File: src/sv/ubs_pkg.sv
`timescale 1ns / 1ps
package ubs_pkg;

  typedef enum logic [3:0] {
    PH_IDLE      = 4'd0,
    PH_READ      = 4'd1,
    PH_WRITE     = 4'd2,
    PH_ACK       = 4'd3,
    PH_ACKSTALL  = 4'd4,
    PH_COMPLETED = 4'd5,
    PH_FAILURE   = 4'd6,
    PH_ERROR     = 4'd7,
    PH_SUSPEND   = 4'd8
  } phase_e;

  typedef enum logic [2:0] {
    ACT_NONE      = 3'd0,
    ACT_ARM       = 3'd1,
    ACT_RESP_CSW  = 3'd2,
    ACT_RESP_ONLY = 3'd3,
    ACT_READ      = 3'd4,
    ACT_WRITE     = 3'd5,
    ACT_CSW       = 3'd6
  } action_e;

  typedef enum logic [2:0] {
    RK_NONE     = 3'd0,
    RK_SENSE    = 3'd1,
    RK_INQUIRY  = 3'd2,
    RK_MODE6    = 3'd3,
    RK_MODE10   = 3'd4,
    RK_FMTCAP   = 3'd5,
    RK_CAPACITY = 3'd6
  } resp_e;

  typedef enum logic [1:0] {
    CSW_PASSED = 2'd0,
    CSW_FAILED = 2'd1,
    CSW_PHASE  = 2'd2
  } csw_e;

  localparam logic [1:0] MODE_CBW   = 2'd0;
  localparam logic [1:0] MODE_DONE  = 2'd1;
  localparam logic [1:0] MODE_RESET = 2'd2;

  localparam logic [1:0] CMPL_OK   = 2'd0;
  localparam logic [1:0] CMPL_HARD = 2'd1;

  localparam logic [31:0] CBW_SIG = 32'h43425355;
  localparam int unsigned DIR_IN_BIT = 7;
  localparam logic [4:0] CDB_MAX = 5'd16;

  localparam logic [7:0] OP_TUR      = 8'h00;
  localparam logic [7:0] OP_SENSE    = 8'h03;
  localparam logic [7:0] OP_INQUIRY  = 8'h12;
  localparam logic [7:0] OP_MODE6    = 8'h1A;
  localparam logic [7:0] OP_MODE10   = 8'h5A;
  localparam logic [7:0] OP_FMTCAP   = 8'h23;
  localparam logic [7:0] OP_CAPACITY = 8'h25;
  localparam logic [7:0] OP_READ6    = 8'h08;
  localparam logic [7:0] OP_READ10   = 8'h28;
  localparam logic [7:0] OP_READ12   = 8'hA8;
  localparam logic [7:0] OP_WRITE6   = 8'h0A;
  localparam logic [7:0] OP_WRITE10  = 8'h2A;
  localparam logic [7:0] OP_WRITE12  = 8'hAA;
  localparam logic [7:0] OP_VERIFY   = 8'h2F;

  localparam logic [5:0] LEN_SENSE    = 6'd18;
  localparam logic [5:0] LEN_INQUIRY  = 6'd36;
  localparam logic [5:0] LEN_MODE6    = 6'd4;
  localparam logic [5:0] LEN_MODE10   = 6'd8;
  localparam logic [5:0] LEN_FMTCAP   = 6'd12;
  localparam logic [5:0] LEN_CAPACITY = 6'd8;

  localparam logic [8:0] CNT6_ZERO = 9'd256;

  localparam logic [16:0] BLOCK_LENGTH_RESET = 17'd512;
  localparam logic REG_BLOCK_COUNT  = 1'b0;
  localparam logic REG_BLOCK_LENGTH = 1'b1;

  typedef struct packed {
    logic [1:0]  mode;
    logic [31:0] signature;
    logic [31:0] cbw_tag;
    logic [31:0] host_length;
    logic [7:0]  cbw_flags;
    logic [3:0]  unit_number;
    logic [4:0]  cdb_length;
    logic [63:0] cdb_low;
    logic [63:0] cdb_high;
    logic [1:0]  completion;
  } in_t;

  typedef struct packed {
    action_e     action;
    resp_e       response_kind;
    logic [31:0] status_tag;
    logic [31:0] residue;
    csw_e        csw_status;
    logic [47:0] byte_position;
    logic [5:0]  response_bytes;
    logic        stall_in;
    logic        stall_out;
    phase_e      phase;
  } out_t;

endpackage

File: src/sv/usb_bulk_only_scsi_command_fsm.sv
`timescale 1ns / 1ps
// channel   handshake                   payload
// in        in_valid_i / in_ready_o     in_data_i  (in_t)
// out       out_valid_o / out_ready_i   out_data_o (out_t)
// config    psel penable pwrite pready  paddr pwdata prdata
//
// an event is registered in the input register on accept and handled from there; its
// result (if any) is loaded into the output register when the event is handled
// one event per cycle sustained while the output is not stalled; the phase update is the single loop
// a stalled output holds the handling stage, which holds the input register
// reset: phase suspend, saved fields zero, block_length 512, block_count 0
module usb_bulk_only_scsi_command_fsm
  import ubs_pkg::*;
(
  input  logic        clk_i,
  input  logic        rst_ni,
  input  logic        in_valid_i,
  output logic        in_ready_o,
  input  in_t         in_data_i,
  output logic        out_valid_o,
  input  logic        out_ready_i,
  output out_t        out_data_o,
  input  logic        psel,
  input  logic        penable,
  input  logic        pwrite,
  input  logic [2:0]  paddr,
  input  logic [31:0] pwdata,
  output logic [31:0] prdata,
  output logic        pready
);

  logic [31:0] block_count_q;
  logic [16:0] block_length_q;

  in_t         in_q;
  logic        in_valid_q;
  out_t        out_q, res;
  logic        out_valid_q, emit;
  logic        advance;

  phase_e      phase_q, phase_d;
  logic [31:0] tag_q, tag_d, len_q, len_d, left_q, left_d;
  logic [7:0]  flags_q, flags_d, opcode_q, opcode_d;

  assign pready = 1'b1;
  assign prdata = (paddr[2] == REG_BLOCK_LENGTH) ? {15'd0, block_length_q} : block_count_q;

  always_ff @(posedge clk_i or negedge rst_ni) begin
    if (!rst_ni) begin
      block_count_q  <= '0;
      block_length_q <= BLOCK_LENGTH_RESET;
    end else if (psel && penable && pwrite) begin
      if (paddr[2] == REG_BLOCK_LENGTH) block_length_q <= pwdata[16:0];
      else block_count_q <= pwdata;
    end
  end

  assign advance    = in_valid_q && (!out_valid_q || out_ready_i);
  assign in_ready_o = !in_valid_q || advance;
  assign out_valid_o = out_valid_q;
  assign out_data_o  = out_q;

  // command block fields
  logic [7:0]  op, b1, b2, b3, b4, b5, b6, b7, b8, b9;
  logic [31:0] lba, cnt;
  logic [48:0] total, pos_full;
  logic [32:0] range_end;
  logic        rw_ok;

  always_comb begin
    op = in_q.cdb_low[63:56];
    b1 = in_q.cdb_low[55:48];
    b2 = in_q.cdb_low[47:40];
    b3 = in_q.cdb_low[39:32];
    b4 = in_q.cdb_low[31:24];
    b5 = in_q.cdb_low[23:16];
    b6 = in_q.cdb_low[15:8];
    b7 = in_q.cdb_low[7:0];
    b8 = in_q.cdb_high[63:56];
    b9 = in_q.cdb_high[55:48];
    if (op == OP_READ6 || op == OP_WRITE6) begin
      lba = {11'd0, b1[4:0], b2, b3};
      cnt = (b4 == 8'd0) ? {23'd0, CNT6_ZERO} : {24'd0, b4};
    end else if (op == OP_READ10 || op == OP_WRITE10) begin
      lba = {b2, b3, b4, b5};
      cnt = {16'd0, b7, b8};
    end else begin
      lba = {b2, b3, b4, b5};
      cnt = {b6, b7, b8, b9};
    end
    total     = cnt * block_length_q;
    pos_full  = lba * block_length_q;
    range_end = {1'b0, lba} + {1'b0, cnt};
    rw_ok = (total != '0) && (total == {17'd0, in_q.host_length})
            && (range_end <= {1'b0, block_count_q});
  end

  function automatic out_t csw_f(logic [31:0] tag, logic [31:0] residue, csw_e st,
                                 phase_e ph);
    out_t r;
    r = '0;
    r.action     = ACT_CSW;
    r.status_tag = tag;
    r.residue    = residue;
    r.csw_status = st;
    r.phase      = ph;
    return r;
  endfunction

  function automatic out_t arm_f(logic sin, logic sout);
    out_t r;
    r = '0;
    r.action    = ACT_ARM;
    r.stall_in  = sin;
    r.stall_out = sout;
    r.phase     = PH_IDLE;
    return r;
  endfunction

  function automatic out_t suspend_f();
    out_t r;
    r = '0;
    r.stall_in  = 1'b1;
    r.stall_out = 1'b1;
    r.phase     = PH_SUSPEND;
    return r;
  endfunction

  logic        is_resp;
  resp_e       rkind;
  logic [5:0]  rlen;

  always_comb begin
    is_resp = 1'b1;
    rkind   = RK_NONE;
    rlen    = '0;
    case (op)
      OP_SENSE:    begin rkind = RK_SENSE;    rlen = LEN_SENSE;    end
      OP_INQUIRY:  begin rkind = RK_INQUIRY;  rlen = LEN_INQUIRY;  end
      OP_MODE6:    begin rkind = RK_MODE6;    rlen = LEN_MODE6;    end
      OP_MODE10:   begin rkind = RK_MODE10;   rlen = LEN_MODE10;   end
      OP_FMTCAP:   begin rkind = RK_FMTCAP;   rlen = LEN_FMTCAP;   end
      OP_CAPACITY: begin rkind = RK_CAPACITY; rlen = LEN_CAPACITY; end
      default:     is_resp = 1'b0;
    endcase
  end

  always_comb begin
    res      = '0;
    emit     = 1'b0;
    tag_d    = tag_q;
    len_d    = len_q;
    flags_d  = flags_q;
    opcode_d = opcode_q;
    left_d   = left_q;
    case (in_q.mode)
      MODE_CBW: begin
        if (phase_q == PH_IDLE) begin
          emit      = 1'b1;
          res.phase = PH_IDLE;
          if (in_q.signature == CBW_SIG) begin
            tag_d    = in_q.cbw_tag;
            len_d    = in_q.host_length;
            flags_d  = in_q.cbw_flags;
            opcode_d = op;
            left_d   = in_q.host_length;
            if (in_q.unit_number != 4'd0 || in_q.cdb_length == 5'd0
                || in_q.cdb_length > CDB_MAX) begin
              res = csw_f(in_q.cbw_tag, in_q.host_length, CSW_PHASE, PH_ERROR);
            end else if (is_resp) begin
              if (in_q.host_length == '0 || !in_q.cbw_flags[DIR_IN_BIT]) begin
                res = csw_f(in_q.cbw_tag, in_q.host_length, CSW_PHASE, PH_ERROR);
              end else if (in_q.host_length >= {26'd0, rlen}) begin
                left_d             = in_q.host_length - {26'd0, rlen};
                res.action         = ACT_RESP_CSW;
                res.response_kind  = rkind;
                res.status_tag     = in_q.cbw_tag;
                res.response_bytes = rlen;
                res.phase          = PH_COMPLETED;
              end else begin
                // response longer than the host asked for: stall in later
                left_d             = '0;
                res.action         = ACT_RESP_ONLY;
                res.response_kind  = rkind;
                res.response_bytes = rlen;
                res.phase          = PH_ACKSTALL;
              end
            end else begin
              case (op)
                OP_TUR: begin
                  if (in_q.host_length == '0)
                    res = csw_f(in_q.cbw_tag, '0, CSW_PASSED, PH_ACK);
                  else
                    res = csw_f(in_q.cbw_tag, in_q.host_length, CSW_PHASE, PH_ERROR);
                end
                OP_READ6, OP_READ10, OP_READ12,
                OP_WRITE6, OP_WRITE10, OP_WRITE12: begin
                  if (rw_ok) begin
                    res.residue       = in_q.host_length;
                    res.byte_position = pos_full[47:0];
                    if (op == OP_READ6 || op == OP_READ10 || op == OP_READ12) begin
                      res.action = ACT_READ;
                      res.phase  = PH_READ;
                    end else begin
                      res.action = ACT_WRITE;
                      res.phase  = PH_WRITE;
                    end
                  end else begin
                    res = csw_f(in_q.cbw_tag, in_q.host_length, CSW_FAILED, PH_FAILURE);
                  end
                end
                OP_VERIFY: res = arm_f(1'b0, 1'b0);
                default:
                  res = csw_f(in_q.cbw_tag, in_q.host_length, CSW_FAILED, PH_FAILURE);
              endcase
            end
          end
        end
      end
      MODE_DONE: begin
        emit = 1'b1;
        case (phase_q)
          PH_READ, PH_WRITE: begin
            if (in_q.completion == CMPL_OK) res = csw_f(tag_q, '0, CSW_PASSED, PH_ACK);
            else if (in_q.completion == CMPL_HARD) res = suspend_f();
            else res = csw_f(tag_q, left_q, CSW_FAILED, PH_FAILURE);
          end
          PH_ACK, PH_COMPLETED: begin
            if (in_q.completion == CMPL_OK) res = arm_f(1'b0, 1'b0);
            else res = suspend_f();
          end
          PH_ACKSTALL: begin
            if (in_q.completion == CMPL_OK) begin
              res = csw_f(tag_q, left_q, CSW_PASSED, PH_COMPLETED);
              res.stall_in = 1'b1;
            end else begin
              res = suspend_f();
            end
          end
          PH_FAILURE: begin
            if (in_q.completion != CMPL_OK) res = suspend_f();
            else if (len_q == '0) res = arm_f(1'b0, 1'b0);
            else if (flags_q[DIR_IN_BIT]) res = arm_f(1'b1, 1'b0);
            else res = arm_f(1'b0, 1'b1);
          end
          PH_ERROR: res = suspend_f();
          default: emit = 1'b0;
        endcase
      end
      MODE_RESET: begin
        emit = 1'b1;
        res  = arm_f(1'b0, 1'b0);
      end
      default: emit = 1'b0;
    endcase
    phase_d = emit ? res.phase : phase_q;
  end

  always_ff @(posedge clk_i or negedge rst_ni) begin
    if (!rst_ni) begin
      in_valid_q  <= 1'b0;
      out_valid_q <= 1'b0;
      phase_q     <= PH_SUSPEND;
      tag_q       <= '0;
      len_q       <= '0;
      flags_q     <= '0;
      opcode_q    <= '0;
      left_q      <= '0;
    end else begin
      if (in_ready_o) in_valid_q <= in_valid_i;
      if (advance) begin
        out_valid_q <= emit;
        phase_q     <= phase_d;
        tag_q       <= tag_d;
        len_q       <= len_d;
        flags_q     <= flags_d;
        opcode_q    <= opcode_d;
        left_q      <= left_d;
      end else if (out_ready_i) begin
        out_valid_q <= 1'b0;
      end
    end
  end

  always_ff @(posedge clk_i) begin
    if (in_valid_i && in_ready_o) in_q <= in_data_i;
    if (advance && emit) out_q <= res;
  end

`ifndef SYNTHESIS
  a_phase_follows_out : assert property (@(posedge clk_i) disable iff (!rst_ni)
    (advance && emit) |=> (phase_q == out_q.phase))
    else $error("phase register differs from the delivered phase");
  a_read_phase : assert property (@(posedge clk_i) disable iff (!rst_ni)
    (out_valid_q && out_q.action == ACT_READ) |-> (out_q.phase == PH_READ))
    else $error("read request without read phase");
  a_arm_idle : assert property (@(posedge clk_i) disable iff (!rst_ni)
    (out_valid_q && out_q.action == ACT_ARM) |-> (out_q.phase == PH_IDLE))
    else $error("receive armed outside idle");
  a_stall_hold : assert property (@(posedge clk_i) disable iff (!rst_ni)
    (out_valid_q && !out_ready_i && in_valid_q) |-> !in_ready_o)
    else $error("input taken while output stage is blocked");
`endif

endmodule
File: config.mk
export PLATFORM = sky130hd
export DESIGN_NAME = usb_bulk_only_scsi_command_fsm
export DESIGN_NICKNAME = d
export VERILOG_FILES = /design/src/sv/ubs_pkg.sv /design/src/sv/usb_bulk_only_scsi_command_fsm.sv
export SDC_FILE = /design/constraint.sdc
export NUM_CORES = 2
export LEC_CHECK = 0
export ABC_AREA = 1
export BUFFER_PORTS_ARGS = -buffer_cell sky130_fd_sc_hd__clkbuf_2
export CORE_MARGIN = 5
export CORE_UTILIZATION = 55
export DETAILED_ROUTE_END_ITERATION = 16
export PLACE_DENSITY_LB_ADDON = 0.3
export RECOVER_POWER = 100
export SLEW_MARGIN = 20
export SYNTH_ARGS = -nofsm -noshare
export SYNTH_HDL_FRONTEND = slang
export SYNTH_SLANG_ARGS = --single-unit
export TNS_END_PERCENT = 10
File: constraint.sdc
create_clock -name clk_i -period 13.9 [get_ports clk_i]
set_clock_uncertainty 0.05 [all_clocks]
set_input_delay 2.78 -clock clk_i [delete_from_list [all_inputs] [get_ports clk_i]]
set_output_delay 2.78 -clock clk_i [all_outputs]
set_load 0.03 [all_outputs]
==> impl_metrics.csv <==
group,metric,value,unit
hold_path,min_path_type,"reg2reg",
floorplanning,die_area,110000,µm²
clock_tree,cts_num_sinks,469,
global_route,grt_util_all_layers,32.0,%
setup_path,critPathMaxStageDelay,1.07,ns
placed_design,port_buffers,391,
flow_run,drv_cap,14,
finish,fillers,9116,
placed_design,detailed_place_hpwl,139000,µm
sta,finalSetupViolCount,0,
clock_tree,cts_resized,0,
clock_tree,cts_buffers,52,
run_status,violations,"capacitance limit, slew limit",
floorplanning,core-area,102000,µm²
sta,timing.fmax,84.5,MHz
synthesis,synth-main-ff-cell,"edfxtp_1",
synthesis,synth_top_area_share,31.7,%
global_route,antenna_found_initial,21,
synthesis,synth_enable_flop_cells,317,
finish,fin_area,61600,µm²
finish,layout.nets,8572,
sta,final_max_slew_viol_count,800,
setup_path,r2r_cells,39,
synthesis,synth_warnings,0,
synthesis,yosysTopAreaCell,"fa_1",
setup_path,required,14.16,ns
sta,maxSlewHeadroom,-280,%
global_route,grt_pass1_wl,268000,µm
sta,fin_setup_tns,0,ns
global_route,grt_max_degree,124,
detailed_routing,drc_errors,0,
sta,fin_crit,11.84,ns
floorplanning,num_rows,117,
synthesis,synth_cell_types,64,
synthesis,ys_seq_area_share,23.5,%
placed_design,dp_slack,2.95,ns
sta,rsz0062_at_grt,"false",
detailed_routing,routedWlPerCell,20.7,µm
sta,tightest_slew,5.67,ns
setup_path,critPathKind,"reg2reg",
floorplanning,initial_core_util,55.6,%
finish,drive_gt1_share,5.84,%
synthesis,yosys-top-cells-area,"fa_1 32%, edfxtp_1 17%, nand2_1 12%, inv_1 8.7%, ha_1 6.9%",
setup_path,cp.arrival,12.10,ns
detailed_routing,final_antenna_net_count,0,
placed_design,place_congestion,0.963,
clock_tree,insertion_delay,0.67,ns
setup_path,end_kind,"register",
finish,final_cells,8507,
synthesis,ys_ff_latch,469,
synthesis,netlist_area,56700,µm²
finish,area_growth,8.56,%
setup_path,cp_max_fo,47,
detailed_routing,drt-initial-drc-count,4467,
hold_path,hold_depth,2,
detailed_routing,dr.pass1.iters,7,
clock_tree,cts_setup_buffers,0,
clock_tree,htree_num_levels,2,
clock_tree,path_clk_slew,0.06,ns
floorplanning,die_w,331,µm
synthesis,syn_inst,6805,
run_status,outcome,"complete, but fails checks",
clock_tree,cts_hold_buf,0,
synthesis,synthArstFlopShare,32.4,%
synthesis,synth.avg_cell_area,8.33,µm²
setup_path,crit_slowest_cell,"nor2_1",
detailed_routing,dr_total_vias,47500,
setup_path,worst_path_most_repeated_cell,"nand2_1",
detailed_routing,finalWirelength,176000,µm
placed_design,placed_area,60000,µm²
floorplanning,io_pins,454,
floorplanning,die_h,331,µm
global_route,grt_pass1_vias,47900,
sta,post-route-period-util,85.2,%
detailed_routing,via_per_inst,5.58,
sta,final_hold_viol_count,0,
global_route,grt_overflow,0,
setup_path,start_kind,"register",
sta,setup_ws,2.06,ns
clock_tree,cts_tree,"done",
clock_tree,clockBufferDepth,3,
synthesis,synth_fp_nets,8302,
clock_tree,clockRootBuffer,"clkbuf_16",
placed_design,dp.cells,8388,
-- layout make-up --
type / instances / area (µm²) / area share [%]
Timing Repair Buffer: 458 / 2180 / 3.54
Tap cell: 1368 / 1710 / 2.78
Sequential cell: 469 / 13300 / 21.7
Clock inverter: 32 / 385 / 0.626
Clock buffer: 66 / 1450 / 2.35
Inverter: 1337 / 5020 / 8.15
Multi-Input combinational cell: 4757 / 37400 / 60.8
Antenna cell: 20 / 50.0 / 0.0813
-- path summary, 6_finish.rpt --
kind | startpoint | to | slack [ns]
worst max-delay path | in_q[125]$_DFFE_PP_ | out_data_o[117]$_DFFE_PP_ | 2.06
max in group asynchronous | rst_ni | block_length_q[16]$_DFFE_PN0P_ | 3.87
worst min register to register | len_q[28]$_DFFE_PN0P_ | len_q[28]$_DFFE_PN0P_ | 0.42
min in group asynchronous | rst_ni | tag_q[7]$_DFFE_PN0P_ | 3.94
worst min-delay path | len_q[28]$_DFFE_PN0P_ | len_q[28]$_DFFE_PN0P_ | 0.42
worst max register to register | in_q[125]$_DFFE_PP_ | out_data_o[117]$_DFFE_PP_ | 2.06
-- worst max-delay path, delay by kind of cell (launching register included) --
| kind | cells | cell delay [ns] |
|---|---|---|
| compound gates | 3 | 0.98 |
| fa+ha+maj | 7 | 3.23 |
| buf+inv | 7 | 2.40 |
| flops | 1 | 0.47 |
| simple gates | 22 | 4.31 |
-- kinds of logic (layout without fill, tap and decap cells) --
| family | count (synthesis) | in the layout | share of synthesized area, % |
|---|---|---|---|
| other | 2 | 22 | 0.0132 |
| adder cells (fa/ha/maj) | 1210 | 1210 | 38.6 |
| buffers and inverters | 1579 | 1893 | 10.5 |
| XOR/XNOR | 76 | 76 | 1.20 |
| AND/OR/NAND/NOR | 2897 | 2897 | 20.5 |
| flip-flops | 469 | 469 | 23.5 |
| AO/OA/AOI/OAI | 572 | 572 | 5.64 |
-- cell usage in the layout (no fill, tap or decap), types with 23 or more instances in the layout --
cell,synthesis,final
dfrtp_1,150,143
nand2_1,1748,1746
o21ai_0,182,210
clkbuf_1,219,216
inv_1,1311,1315
edfxtp_1,317,317
clkbuf_16,0,55
o22ai_1,34,34
nor3_1,44,44
buf_4,3,56
xor2_1,45,45
nand3_1,169,169
ha_1,311,311
nor2_2,30,23
xnor2_1,30,30
a21oi_1,209,207
nor4_1,24,25
fa_1,899,899
clkbuf_2,0,193
nand4_1,69,69
nor2_1,752,759
-- per-stage QoR --
step / hold WS, ns / utilization [%]
2_1_floorplan: 0.392 / -
3_3_place_gp: 0.403 / 58.8
3_5_place_dp: 0.409 / 58.8
4_1_cts: 0.424 / 60.6
5_1_grt: 0.434 / 60.3
6_report: 0.422 / 60.3
-- cells in the mapped netlist (24+ instances only) --
master	instances
a21oi_1	209
clkbuf_1	219
dfrtp_1	150
edfxtp_1	317
fa_1	899
ha_1	311
inv_1	1311
nand2_1	1748
nand3_1	169
nand4_1	69
nor2_1	752
nor2_2	30
nor3_1	44
nor4_1	24
o21ai_0	182
o21ai_1	40
o22ai_1	34
xnor2_1	30
xor2_1	45
-- state kept, by name, indices dropped and copies added, names as in the netlist --
signal	flops
b1	5
b2	8
b3	8
b4	8
b5	8
b6	8
b7	8
b8	8
b9	8
block_count_q	32
block_length_q	17
flags_q	1
in_q	118
in_valid_q	1
left_q	32
len_q	32
out_data_o	130
out_valid_o	1
phase_q	4
tag_q	32
-- layer usage --
layer	GRT usage [%]	vias up	share of wire, %
met4	14.8	4	5.4
met5	0	-	0.015
met1	40.4	23200	37
met3	9.14	481	11
met2	51.4	2495	46
li1	-	21300	-
Power is not shown: default switching activity piles up to over one toggle a cycle in this logic, so the estimate is an artifact.
